$ cat src/sv/svm_pkg.sv
`default_nettype none
package svm_pkg;

	// Fixed field widths
	localparam int ADDR_W = 14;
	localparam int LEN_W  = 15;
	localparam int DATA_W = 16;

	// Request codes on req_type
	localparam logic [1:0] REQ_LOAD  = 2'd0;
	localparam logic [1:0] REQ_START = 2'd1;
	localparam logic [1:0] REQ_FRAME = 2'd2;

	// Clip bound, 0xffff/2
	localparam logic signed [DATA_W-1:0] CLIP_LIMIT = 16'sd32767;

	typedef enum logic [1:0] {
		CMD_LOAD,
		CMD_START,
		CMD_FRAME
	} cmd_kind_t;

	// Classified command, address already wrapped into the sample memory
	typedef struct packed {
		cmd_kind_t          kind;
		logic [ADDR_W-1:0]  addr;
		logic [DATA_W-1:0]  value;
		logic [LEN_W-1:0]   length;
		logic               stereo;
	} cmd_t;

	typedef enum logic [2:0] {
		ST_IDLE,
		ST_VOICE,
		ST_FIRST,
		ST_SECOND,
		ST_EMIT
	} mix_state_t;

endpackage
`default_nettype wire

$ cat src/sv/svm_queue.sv
`default_nettype none
module svm_queue (
	input  wire logic          clk,
	input  wire logic          arst_n,
	input  wire logic          push_valid,
	output logic               push_ready,
	input  wire svm_pkg::cmd_t push_cmd,
	output logic               pop_valid,
	input  wire logic          pop_ready,
	output svm_pkg::cmd_t      pop_cmd
);
	import svm_pkg::*;

	cmd_t       entry_q [2];
	logic       wr_ptr_q;
	logic       rd_ptr_q;
	logic [1:0] count_q;
	logic       push_fire;
	logic       pop_fire;

	assign push_ready = (count_q != 2'd2);
	assign pop_valid  = (count_q != 2'd0);
	assign pop_cmd    = entry_q[rd_ptr_q];
	assign push_fire  = push_valid && push_ready;
	assign pop_fire   = pop_valid && pop_ready;

	// Advance pointers and occupancy
	always_ff @(posedge clk or negedge arst_n) begin
		if (!arst_n) begin
			wr_ptr_q <= 1'b0;
			rd_ptr_q <= 1'b0;
			count_q  <= 2'd0;
		end else begin
			if (push_fire) wr_ptr_q <= ~wr_ptr_q;
			if (pop_fire) rd_ptr_q <= ~rd_ptr_q;
			if (push_fire && !pop_fire) count_q <= count_q + 2'd1;
			else if (pop_fire && !push_fire) count_q <= count_q - 2'd1;
		end
	end

	// Hold entries
	always_ff @(posedge clk) begin
		if (push_fire) entry_q[wr_ptr_q] <= push_cmd;
	end

endmodule
`default_nettype wire

$ cat config.mk
export PLATFORM = sky130hd
export DESIGN_NAME = svm_queue
export DESIGN_NICKNAME = d
export VERILOG_FILES = /design/src/sv/svm_pkg.sv /design/src/sv/svm_queue.sv
export SDC_FILE = /design/constraint.sdc
export NUM_CORES = 1
export LEC_CHECK = 0
export BUFFER_PORTS_ARGS = -buffer_cell sky130_fd_sc_hd__clkbuf_2
export CAP_MARGIN = 15
export CORE_UTILIZATION = 25
export CTS_BUF_LIST = sky130_fd_sc_hd__clkbuf_16
export DETAILED_ROUTE_END_ITERATION = 6
export GPL_ROUTABILITY_DRIVEN = 0
export PLACE_DENSITY = 0.55
export RECOVER_POWER = 50
export SYNTH_ARGS = -nofsm -noshare
export SYNTH_HDL_FRONTEND = slang
export SYNTH_SLANG_ARGS = --single-unit
export TNS_END_PERCENT = 1
$ cat constraint.sdc
create_clock -name clk -period 3 [get_ports clk]
set_clock_uncertainty 0.05 [all_clocks]
set_input_delay 0.6 -clock clk [delete_from_list [all_inputs] [get_ports clk]]
set_output_delay 0.6 -clock clk [all_outputs]
set_load 0.005 [all_outputs]
==> reports/qor.txt <==
Die height -> 124 um
Nets -> 332
Max cap viols -> 0
Yosys top cell by area -> edfxtp_1
Gr ovfl total -> 0
Final slew viol count -> 0
Vias -> 1856
Clock Path Buffers -> 2
Max FO, Critical Path -> 49
Clock H-tree levels -> 3
Top delay family on crit path -> buffers and inverters
WS Path Type -> reg2out
Clock-pin transition on the worst setup and hold timing paths -> 0.07 ns
Vias in the first global route -> 1939
CP max-delay cell -> mux2_2
FMAX -> 0.463 GHz
Worst EP required -> 2.35 ns
YS warnings -> 0
WL per Instance -> 14.0 um
Reg2reg path depth -> 3
# hold bufs at CTS -> 1
Post-Syn Instances -> 167
Leak Pwr -> 0.00172 uW
Slew of the pin with the lowest slew margin -> 1.02 ns
TritonRoute pass-1 iters -> 4
Die width -> 124 um
Synth top cells by count -> 96 x edfxtp_1, 38 x mux2_2, 10 x mux2_4, 4 x dfrtp_1
Cell Area, Synth -> 3700 um2
Hold Path Depth -> 1
Setup TNS -> 0 ns
Final worst-path cycle share -> 72.0%
Hold WC Path Type -> in2reg
Average vias per placed instance -> 3.97
CP Launch Type -> flip-flop
Tot GR Track Use -> 9.18%
Hold Startpoint -> push_cmd[16]
Initial antenna violation count -> 0
Post-route antenna net violation count -> 0
Synth area leaders -> edfxtp_1 78%, mux2_2 12%, mux2_4 4.1%, dfrtp_1 2.7%, xnor2_1 0.71%
Post-synth ARST share -> 4.00%
Min Tclk post-route -> 2.16 ns
Post-synthesis register bit count -> 100
CP Cell Sequence -> buf_12 > mux2_2 > clkbuf_2
Ys flop type -> edfxtp_1
Fin cells -> 468
Die area -> 15300 um2
Post-synth EDFFs -> 96
Most common cell in the synthesized netlist -> edfxtp_1
RSZ-0062 raised after global routing -> no
Worst flop-to-flop path endpoint -> entry_q[1][41]
Mean Syn Cell Area -> 22.2 um2
Core area -> 14500 um2
Cell count after placement -> 451
Standard-cell rows -> 44
Peak supply drop -> 0.000377 V
WP data arrival -> 1.51 ns
Rel. slew slack -> 32.2%
Final Hold Viols -> 0
Postcts setup bufs -> 0
Setup-failing EPs final -> 0
FF-to-FF setup slack -> 0.91 ns
P per Cell Area -> 942 nW/um2
Final HPWL DP -> 4350 um
Post-Syn Nets -> 220
P&R area growth vs syn -> 27.7%
I/O pins -> 102
Seq/Total Area, Yosys -> 80.5%
Pin count of the biggest net entering global routing -> 50
Clock sinks -> 100
Worst-skew pair later-pin latency -> 0.34 ns
R2R Path Start -> count_q[0]
Initial Util -> 25.6%
Clock Tree Root -> clkbuf_16
WL final -> 6570 um
DRC -> 0
Initial DRC Count -> 116
Cts bufs inserted -> 9
Crit end category -> output port
Synth cell types -> 16
Outcome -> finished clean
First-pass GRT wire length -> 9780 um
Post-synth top area share -> 77.8%
TritonCTS clock tree -> built
Post_cts resized -> 0
Layout cell share with drive strength beyond 1 -> 46.8%
Max incr delay on CP -> 0.39 ns
Hold EP -> entry_q[0][16]
PortBufs -> 101
Ant. Diodes -> 0
WP buf/inv -> 2
## state kept, by name (all words and copies together) (netlist names)
name and flops:
entry_q 96, count_q 2, rd_ptr_q 1, wr_ptr_q 1
## per-layer routing
| metal | vias to the layer above | GRT usage, % | wire length, um |
|---|---|---|---|
| li1 | 873 | - | - |
| met1 | 913 | 10.2 | 2670 |
| met2 | 61 | 14.0 | 3210 |
| met3 | 9 | 5.27 | 568 |
| met4 | 0 | 4.52 | 124 |
| met5 | - | 0 | 0 |
## report_power, final
| part | total (uW) | leakage (uW) | internal, uW | switching [uW] |
|---|---|---|---|---|
| logic | 1280 | 0.000630 | 657 | 621 |
| registers | 1990 | 0.000937 | 1910 | 80.5 |
| clock network | 1180 | 0.000149 | 718 | 464 |
## per-stage QoR
| stage | util [%] | setup WS [ns] | instance area [um2] | total power, uW | hold WS (ns) |
|---|---|---|---|---|---|
| after floorplan | - | 0.590 | 3710 | 2830 | 0.254 |
| after global placement | 30.8 | 0.980 | 4460 | 3340 | 0.366 |
| after detailed placement | 30.8 | 0.980 | 4460 | 3360 | 0.365 |
| after CTS | 33.0 | 0.782 | 4770 | 4560 | 0.374 |
| after global routing | 32.7 | 0.717 | 4730 | 4740 | 0.370 |
| final | 32.7 | 0.839 | 4730 | 4450 | 0.397 |
## worst reg2reg max path, cell delays in order (launching register included)
cell	delay (ns)
dfrtp_1	0.40
nand2b_1	0.16
and3_1	0.85
buf_12	0.31
## logic make-up (layout without fill, tap and decap cells)
| family | count (synthesis) | after routing | share of synthesized area [%] |
|---|---|---|---|
| buffers and inverters | 6 | 123 | 1.42 |
| and+or+nand+nor | 7 | 7 | 0.913 |
| adders and majority gates | 1 | 1 | 0.338 |
| DFF | 100 | 100 | 80.5 |
| xor gates and xnor gates | 5 | 5 | 1.18 |
| muxes | 48 | 48 | 15.6 |
## worst max path at each step
stage | endpoint | startpoint | depth (start not counted) | slack (ns)
after global placement | entry_q[0][18] | push_valid | 4 | 0.98
after floorplan | entry_q[0][0] | push_valid | 2 | 0.59
final | pop_cmd[15] | rd_ptr_q | 3 | 0.84
after detailed placement | entry_q[0][20] | push_valid | 4 | 0.98
after CTS | pop_cmd[8] | rd_ptr_q | 3 | 0.78
after global routing | entry_q[1][43] | count_q[0] | 3 | 0.72
## cells in the final DEF, fill, tap and decap left out
cell,count
ha_1,1
clkbuf_2,66
edfxtp_1,96
or2_2,1
clkinvlp_4,1
dfrtp_2,1
xor2_1,2
clkbuf_1,34
dlygate4sd3_1,1
dfrtp_1,3
nand2b_1,1
nand2_1,2
buf_1,1
xnor2_1,3
mux2_4,10
nor2_1,1
bufinv_16,2
clkinv_1,3
inv_1,2
nor2_4,1
clkbuf_16,9
mux2_2,38
and3_1,1
buf_12,2
buf_4,2
## final cells by class
| class | instances | area (um2) |
|---|---|---|
| Clock buffer | 9 | 225 |
| Clock inverter | 7 | 82.6 |
| Fill cell | 1441 | 9750 |
| Inverter | 1 | 3.75 |
| Multi-Input combinational cell | 61 | 676 |
| Sequential cell | 100 | 2980 |
| Tap cell | 184 | 230 |
| Timing Repair Buffer | 106 | 527 |
(Power assumes the default switching activity.)
