$ cat src/sv/svm_pkg.sv
`default_nettype none
package svm_pkg;

	// Fixed field widths
	localparam int ADDR_W = 14;
	localparam int LEN_W  = 15;
	localparam int DATA_W = 16;

	// Request codes on req_type
	localparam logic [1:0] REQ_LOAD  = 2'd0;
	localparam logic [1:0] REQ_START = 2'd1;
	localparam logic [1:0] REQ_FRAME = 2'd2;

	// Clip bound, 0xffff/2
	localparam logic signed [DATA_W-1:0] CLIP_LIMIT = 16'sd32767;

	typedef enum logic [1:0] {
		CMD_LOAD,
		CMD_START,
		CMD_FRAME
	} cmd_kind_t;

	// Classified command, address already wrapped into the sample memory
	typedef struct packed {
		cmd_kind_t          kind;
		logic [ADDR_W-1:0]  addr;
		logic [DATA_W-1:0]  value;
		logic [LEN_W-1:0]   length;
		logic               stereo;
	} cmd_t;

	typedef enum logic [2:0] {
		ST_IDLE,
		ST_VOICE,
		ST_FIRST,
		ST_SECOND,
		ST_EMIT
	} mix_state_t;

endpackage
`default_nettype wire

$ cat src/sv/svm_front.sv
`default_nettype none
module svm_front #(
	parameter int SAMPLE_WORDS = 16384
) (
	input  wire logic                          in_valid,
	output logic                               in_ready,
	input  wire logic [1:0]                    req_type,
	input  wire logic [svm_pkg::ADDR_W-1:0]    mem_addr,
	input  wire logic signed [svm_pkg::DATA_W-1:0] sample_value,
	input  wire logic [svm_pkg::ADDR_W-1:0]    voice_start,
	input  wire logic [svm_pkg::LEN_W-1:0]     voice_length,
	input  wire logic                          voice_stereo,
	output logic                               push_valid,
	input  wire logic                          push_ready,
	output svm_pkg::cmd_t                      push_cmd
);
	import svm_pkg::*;

	// Reduce an address modulo the memory size by restoring subtraction
	function automatic logic [ADDR_W-1:0] wrap_addr(input logic [ADDR_W-1:0] a);
		logic [31:0] x;
		x = 32'(a);
		for (int k = 6; k >= 0; k--) begin
			if (x >= (32'(SAMPLE_WORDS) << k)) begin
				x = x - (32'(SAMPLE_WORDS) << k);
			end
		end
		return x[ADDR_W-1:0];
	endfunction

	logic keep;

	// Classify the transaction; drop unknown codes and empty starts
	always_comb begin
		push_cmd        = '0;
		push_cmd.value  = sample_value;
		push_cmd.length = voice_length;
		push_cmd.stereo = voice_stereo;
		keep            = 1'b0;
		case (req_type)
			REQ_LOAD: begin
				keep          = 1'b1;
				push_cmd.kind = CMD_LOAD;
				push_cmd.addr = wrap_addr(mem_addr);
			end
			REQ_START: begin
				keep          = (voice_length != '0);
				push_cmd.kind = CMD_START;
				push_cmd.addr = wrap_addr(voice_start);
			end
			REQ_FRAME: begin
				keep          = 1'b1;
				push_cmd.kind = CMD_FRAME;
			end
			default: begin
				keep = 1'b0;
			end
		endcase
	end

	assign in_ready   = push_ready;
	assign push_valid = in_valid && keep;

endmodule
`default_nettype wire

$ cat config.mk
export PLATFORM = sky130hd
export DESIGN_NAME = svm_front
export DESIGN_NICKNAME = d
export VERILOG_FILES = /design/src/sv/svm_pkg.sv /design/src/sv/svm_front.sv
export SDC_FILE = /design/constraint.sdc
export NUM_CORES = 1
export LEC_CHECK = 0
export BUFFER_PORTS_ARGS = -buffer_cell sky130_fd_sc_hd__buf_2
export CAP_MARGIN = 20
export CORE_MARGIN = 8
export CORE_UTILIZATION = 25
export DETAILED_ROUTE_END_ITERATION = 8
export GPL_TIMING_DRIVEN = 0
export PLACE_DENSITY = 0.85
export RECOVER_POWER = 25
export SYNTH_ARGS = -nofsm -noshare
export SYNTH_HDL_FRONTEND = slang
export SYNTH_SLANG_ARGS = --single-unit
$ cat constraint.sdc
create_clock -name vclk -period 1.2
set_clock_uncertainty 0.2 [all_clocks]
set_input_delay 0.18 -clock vclk [all_inputs]
set_output_delay 0.18 -clock vclk [all_outputs]
set_load 0.02 [all_outputs]
==> flow_summary_export.csv, run 1 <==
group,metric,value,unit
placed_design,routabilityCongestion,0.769,
logic_synthesis,synth_area_leader,"buf_4",
cells_and_area,count_of_clock_buffers_in_the_final_design,0,
min_path,hold_class,"input port to primary output",
die,start_util,0.255,
logic_synthesis,seq_area_frac_synth,0,
cells_and_area,layout.area.seq,0,sq um
global_route,first_global_vias,854,
die,pin_count,114,
global_route,largest_net_degree_at_the_start_of_global_routing,11,
sta,fin_crit_sh,1.14,
placed_design,port_buffers,95,
cells_and_area,area_growth,134,%
logic_synthesis,netlist_instances,74,
cells_and_area,multiInputGateArea,338,sq um
power_and_ir_drop,worst_ir_drop_vdd,257,uV
worst_setup_path,crit_end,"push_valid",
die,design.die.area,0.00391,sq mm
worst_setup_path,slowest_stage,"nor4_2",
logic_synthesis,synth_warnings,0,
sta,report.final.hold_viol_count,0,
global_route,global_route_wire_length_before_repair,4040,um
outcome,outcome,"complete, but fails checks",
worst_setup_path,worstPathBufferInverterCount,2,
logic_synthesis,synth.top_cells.by_area,"buf_4 (47%), mux2i_1 (26%), nor2_1 (10%)",
sta,finalSetupViolCount,4,
routing,route.antenna.remaining_nets,0,
worst_setup_path,critPathMaxStageDelay,0.26,ns
die,core_region_area,0.00213,sq mm
sta,worst_slack,-0.167,ns
cells_and_area,n_fill_cell,196,
worst_setup_path,crit_start,"voice_length[6]",
logic_synthesis,netlist-cell-type-count,11,
routing,detail_route.drc_violations,0,
global_route,globalRouteTotalUtil,0.119,
power_and_ir_drop,leakage,0.000721,uW
power_and_ir_drop,p_per_area,442,mW/mm^2
routing,initialDrtViolationCount,20,
global_route,grt_overflow,0,
sta,slew_headroom,0.818,
worst_setup_path,worstSetupEndpointType,"primary output",
routing,drt-total-wl,2780,um
worst_setup_path,critical_path.cell_chain,"buf_2 > nor4_2 > nand4_1 > a31o_1 > buf_6",
worst_setup_path,cpLargestDelayFamily,"simple AND/OR/NAND/NOR gates",
die,floorplan.rows,17,
cells_and_area,final_stage_net_count,241,
worst_setup_path,worstPathMaxFanout,2,
placed_design,pre_cts_slack,-0.285,ns
outcome,violations,"negative setup slack",
worst_setup_path,critPathKind,"input port to primary output",
cells_and_area,drive_above_1_share,0.834,
worst_setup_path,arrival,0.99,ns
worst_setup_path,startpoint_type,"input port",
worst_setup_path,critical_path_required_time,0.82,ns
routing,route.vias.total,833,
job,cap_viol_max_count,0,
sta,clock.fmax,732,MHz
global_route,antenna_found_initial,0,
sta,drv_slew,0,
clock_tree,cts_hold_repair.buffers,0,
logic_synthesis,post_synth_instance_area,542,sq um
logic_synthesis,area_share_of_the_largest_cell_type_after_synthesis,0.471,
die,chipWidth,62.6,um
sta,rsz0062_at_grt,"true",
die,die_h,62.6,um
worst_setup_path,critical_path_depth,5,
cells_and_area,antenna_cells,0,
sta,timing.hold.ws,0.381,ns
routing,wl_per_cell,13.7,um
logic_synthesis,syn_avg_cell_area,7.32,sq um
sta,period_minus_slack,1.37,ns
logic_synthesis,post_synth_net_total,138,
routing,detail_route.vias_per_cell,4.10,
placed_design,detailed_place_hpwl,2300,um
routing,drt_first_pass_iters,4,
cells_and_area,ffs_latches,0,
sta,worst_pin_slew,0.274,ns
==> layout make-up <==
class | instances | area share
buffer | 36 | 0.233
inverter | 1 | 0.00296
multi-input combinational | 37 | 0.266
tap | 28 | 0.0276
timing repair buffer | 101 | 0.471
==> where the power goes <==
part	switching (uW)	internal [uW]	total [uW]
sequential	0	0	0
combinational	272	290	561
clock	0	0	0
total	272	290	561
==> placed cells by master, fill, tap and decap left out, types with 2 or more instances in the layout <==
cell	instances
mux2i_2	4
mux2i_1	8
buf_12	2
buf_2	75
buf_6	9
nor2_1	7
nor4_2	2
buf_4	40
mux2i_4	2
clkbuf_1	9
nor2_2	8
==> synth_stat cells <==
cell type / number
mux2i_1: 14
nor4_2: 3
buf_2: 1
inv_1: 1
nand4_1: 1
nor2b_1: 2
a31o_1: 1
buf_4: 34
buf_6: 1
nor2_1: 15
nor3_1: 1
==> worst min-delay path by stage <==
stage          depth (start not counted)      endpoint             start  slack [ns]
3_5_place_dp                           2   push_cmd[0]      voice_stereo        0.38
4_1_cts                                2   push_cmd[0]      voice_stereo        0.38
2_1_floorplan                          1  push_cmd[46]       req_type[1]        0.21
6_report                               2  push_cmd[16]   sample_value[0]        0.38
5_1_grt                                2  push_cmd[28]  sample_value[12]        0.39
3_3_place_gp                           2  push_cmd[30]  sample_value[14]        0.38
==> routing by layer <==
| layer | global-route usage | part of all wire |
|---|---|---|
| met5 | 0 | 0 |
| met4 | 0 | 0.012 |
| met3 | 0.0699 | 0.14 |
| met2 | 0.230 | 0.51 |
| met1 | 0.111 | 0.34 |
==> cells by family after synthesis <==
family / after synthesis / synth area share
compound gates: 1 / 0.0162
buf+inv: 37 / 0.508
mux: 14 / 0.259
simple gates: 22 / 0.217
==> repair_timing <==
item                                    in CTS  in global routing
pin swaps                                    3                  0
gates resized for setup                     24                 13
endpoints found under the setup margin      12                 10
gates cloned                                 1                  0
setup buffers                                0                  5
==> stage by stage <==
| stage | utilization | instance area, sq um | power (uW) | std cells | TNS [ns] |
|---|---|---|---|---|---|
| after global placement | 0.505 | 1070 | 470 | 197 | -1.42 |
| after detailed placement | 0.505 | 1070 | 475 | 197 | -1.45 |
| after floorplan | - | 564 | 292 | 74 | 0 |
| after CTS | 0.558 | 1190 | 525 | 198 | -0.226 |
| after global routing | 0.597 | 1270 | 599 | 203 | -0.548 |
| final | 0.597 | 1270 | 561 | 203 | -0.225 |
(Power assumes the default switching activity.)
==> run 2, diff against run 1 <==
--- a/config.mk
+++ b/config.mk
@@ -16,3 +16,4 @@
 export SYNTH_ARGS = -nofsm -noshare
 export SYNTH_HDL_FRONTEND = slang
 export SYNTH_SLANG_ARGS = --single-unit
+export TNS_END_PERCENT = 1
==> constraint.sdc (replaced) <==
create_clock -name vclk -period 1.2
set_clock_uncertainty 0.2 [all_clocks]
set_input_delay 0.06 -clock vclk [all_inputs]
set_output_delay 0.06 -clock vclk [all_outputs]
set_load 0.02 [all_outputs]
==> run 2 against run 1 <==
  * The flow now finishes without violations
  * Utilization down 11 points
  * Global-route usage down 0.62 points
  * Combinational power down 18%
  * Cell count down 3.0%
  * Critical path depth unchanged
  * Non-clock buffer count down 6
  * First-iteration DRC count up 10%
  * Fmax up 19%
  * Total power down 18%
  * Wire length down 12%
  * Critical endpoint unchanged
  * Largest power group unchanged
==> flow_summary_export.csv, run 2 (synthesis results as in run 1) <==
group,metric,value,unit
cells_and_area,mostFrequentLayoutCell,"buf_2",
power_and_ir_drop,sequentialPowerShare,0,
placed_design,detailed_place_hpwl,2290,um
die,chipWidth,62.6,um
outcome,outcome,"complete, no violations",
routing,wl_per_cell,12.4,um
die,die_h,62.6,um
sta,worst_slack,0.0514,ns
power_and_ir_drop,p_per_area,439,mW/mm^2
routing,drt_first_pass_iters,4,
worst_setup_path,worstPathBufferInverterCount,2,
routing,route.antenna.remaining_nets,0,
power_and_ir_drop,power.combinational.fraction,1.000,
routing,detail_route.vias_per_cell,3.95,
die,design.die.area,0.00391,sq mm
sta,slew_headroom,0.825,
placed_design,pre_cts_slack,-0.0371,ns
power_and_ir_drop,internal_power,218,uW
global_route,largest_net_degree_at_the_start_of_global_routing,11,
cells_and_area,area_growth,92.6,%
worst_setup_path,critPathMaxStageDelay,0.27,ns
sta,timing.hold.ws,0.140,ns
sta,drv_slew,0,
sta,clock.fmax,871,MHz
sta,period_minus_slack,1.15,ns
cells_and_area,ffs_latches,0,
worst_setup_path,startpoint_type,"input port",
cells_and_area,final_stage_net_count,235,
global_route,antenna_found_initial,0,
die,core_region_area,0.00213,sq mm
cells_and_area,drive_above_1_share,0.722,
cells_and_area,layout.area.seq,0,sq um
die,start_util,0.255,
sta,finalSetupTns,0,ns
worst_setup_path,cpLargestDelayFamily,"simple AND/OR/NAND/NOR gates",
placed_design,port_buffers,95,
routing,initialDrtViolationCount,22,
worst_setup_path,slowest_stage,"nor4_2",
power_and_ir_drop,power.share.clock,0,
power_and_ir_drop,worst_ir_drop_vdd,207,uV
sta,report.final.hold_viol_count,0,
power_and_ir_drop,power_switching_share,0.524,
sta,rsz0062_at_grt,"false",
power_and_ir_drop,power.net_switching,240,uW
worst_setup_path,critPathKind,"input port to primary output",
worst_setup_path,worstPathMaxFanout,2,
routing,drt-total-wl,2440,um
global_route,first_global_vias,880,
sta,worst_pin_slew,0.263,ns
routing,route.vias.total,778,
global_route,grt_overflow,0,
power_and_ir_drop,leakage,0.000658,uW
clock_tree,postCtsSetupBuffers,0,
global_route,global_route_wire_length_before_repair,3870,um
worst_setup_path,arrival,0.89,ns
cells_and_area,count_of_clock_buffers_in_the_final_design,0,
cells_and_area,antenna_cells,0,
global_route,globalRouteTotalUtil,0.113,
job,cap_viol_max_count,0,
worst_setup_path,critical_path_required_time,0.94,ns
sta,finalSetupViolCount,0,
sta,fin_crit_sh,0.957,
clock_tree,cts_resized,2,
cells_and_area,layout.cells.most_common_list,"buf_2 (83), buf_4 (34), nor2_1 (15)",
clock_tree,cts_hold_repair.buffers,0,
power_and_ir_drop,total_power,458,uW
min_path,hold_class,"input port to primary output",
routing,detail_route.drc_violations,0,
worst_setup_path,worstSetupEndpointType,"primary output",
worst_setup_path,critical_path.cell_chain,"buf_2 > nor4_2 > nand4_1 > a31o_1 > buf_6",
placed_design,routabilityCongestion,0.757,
die,pin_count,114,
die,floorplan.rows,17,
-- run 2: cell count changes in the layout (fill, tap and decap cells not counted), moves of 3 or more --
| cell | previous run | this run |
|---|---|---|
| buf_2 | 75 | 83 |
| nor2_2 | 8 | 0 |
| buf_6 | 9 | 2 |
| buf_4 | 40 | 34 |
| mux2i_1 | 8 | 14 |
| mux2i_2 | 4 | 0 |
| clkbuf_1 | 9 | 12 |
| nor2_1 | 7 | 15 |
-- run 2: layout make-up --
| class | count | area [sq um] |
|---|---|---|
| Fill cell | 229 | 1080 |
| Buffer | 36 | 272 |
| Multi-Input combinational cell | 37 | 267 |
| Timing Repair Buffer | 95 | 467 |
| Tap cell | 28 | 35.0 |
| Inverter | 1 | 3.75 |
-- run 2: final timing paths --
| check | depth (start not counted) | slack, ns | start | endpoint |
|---|---|---|---|---|
| max | 5 | 0.05 | voice_length[11] | push_valid |
| min | 2 | 0.14 | sample_value[8] | push_cmd[24] |
-- run 2: metrics by stage --
stage	area (sq um)	instances	util
3_3_place_gp	1050	197	0.495
6_report	1040	197	0.491
3_5_place_dp	1050	197	0.495
5_1_grt	1040	197	0.491
2_1_floorplan	542	74	-
4_1_cts	1060	197	0.498
-- run 2: power by group through the flow --
stage	Combinational [uW]	Sequential, uW	Clock [uW]
finish	458	0	0
global route	494	0	0
CTS	470	0	0
detailed placement	466	0	0
global placement	460	0	0
floorplan	283	0	0
-- run 2: layer usage --
layer	up-vias	global-route usage	share of wire	wire (um)
li1	402	-	-	-
met1	315	0.109	0.37	899
met2	61	0.224	0.52	1260
met3	0	0.0520	0.12	283
met4	0	0	0	0
met5	-	0	0	0
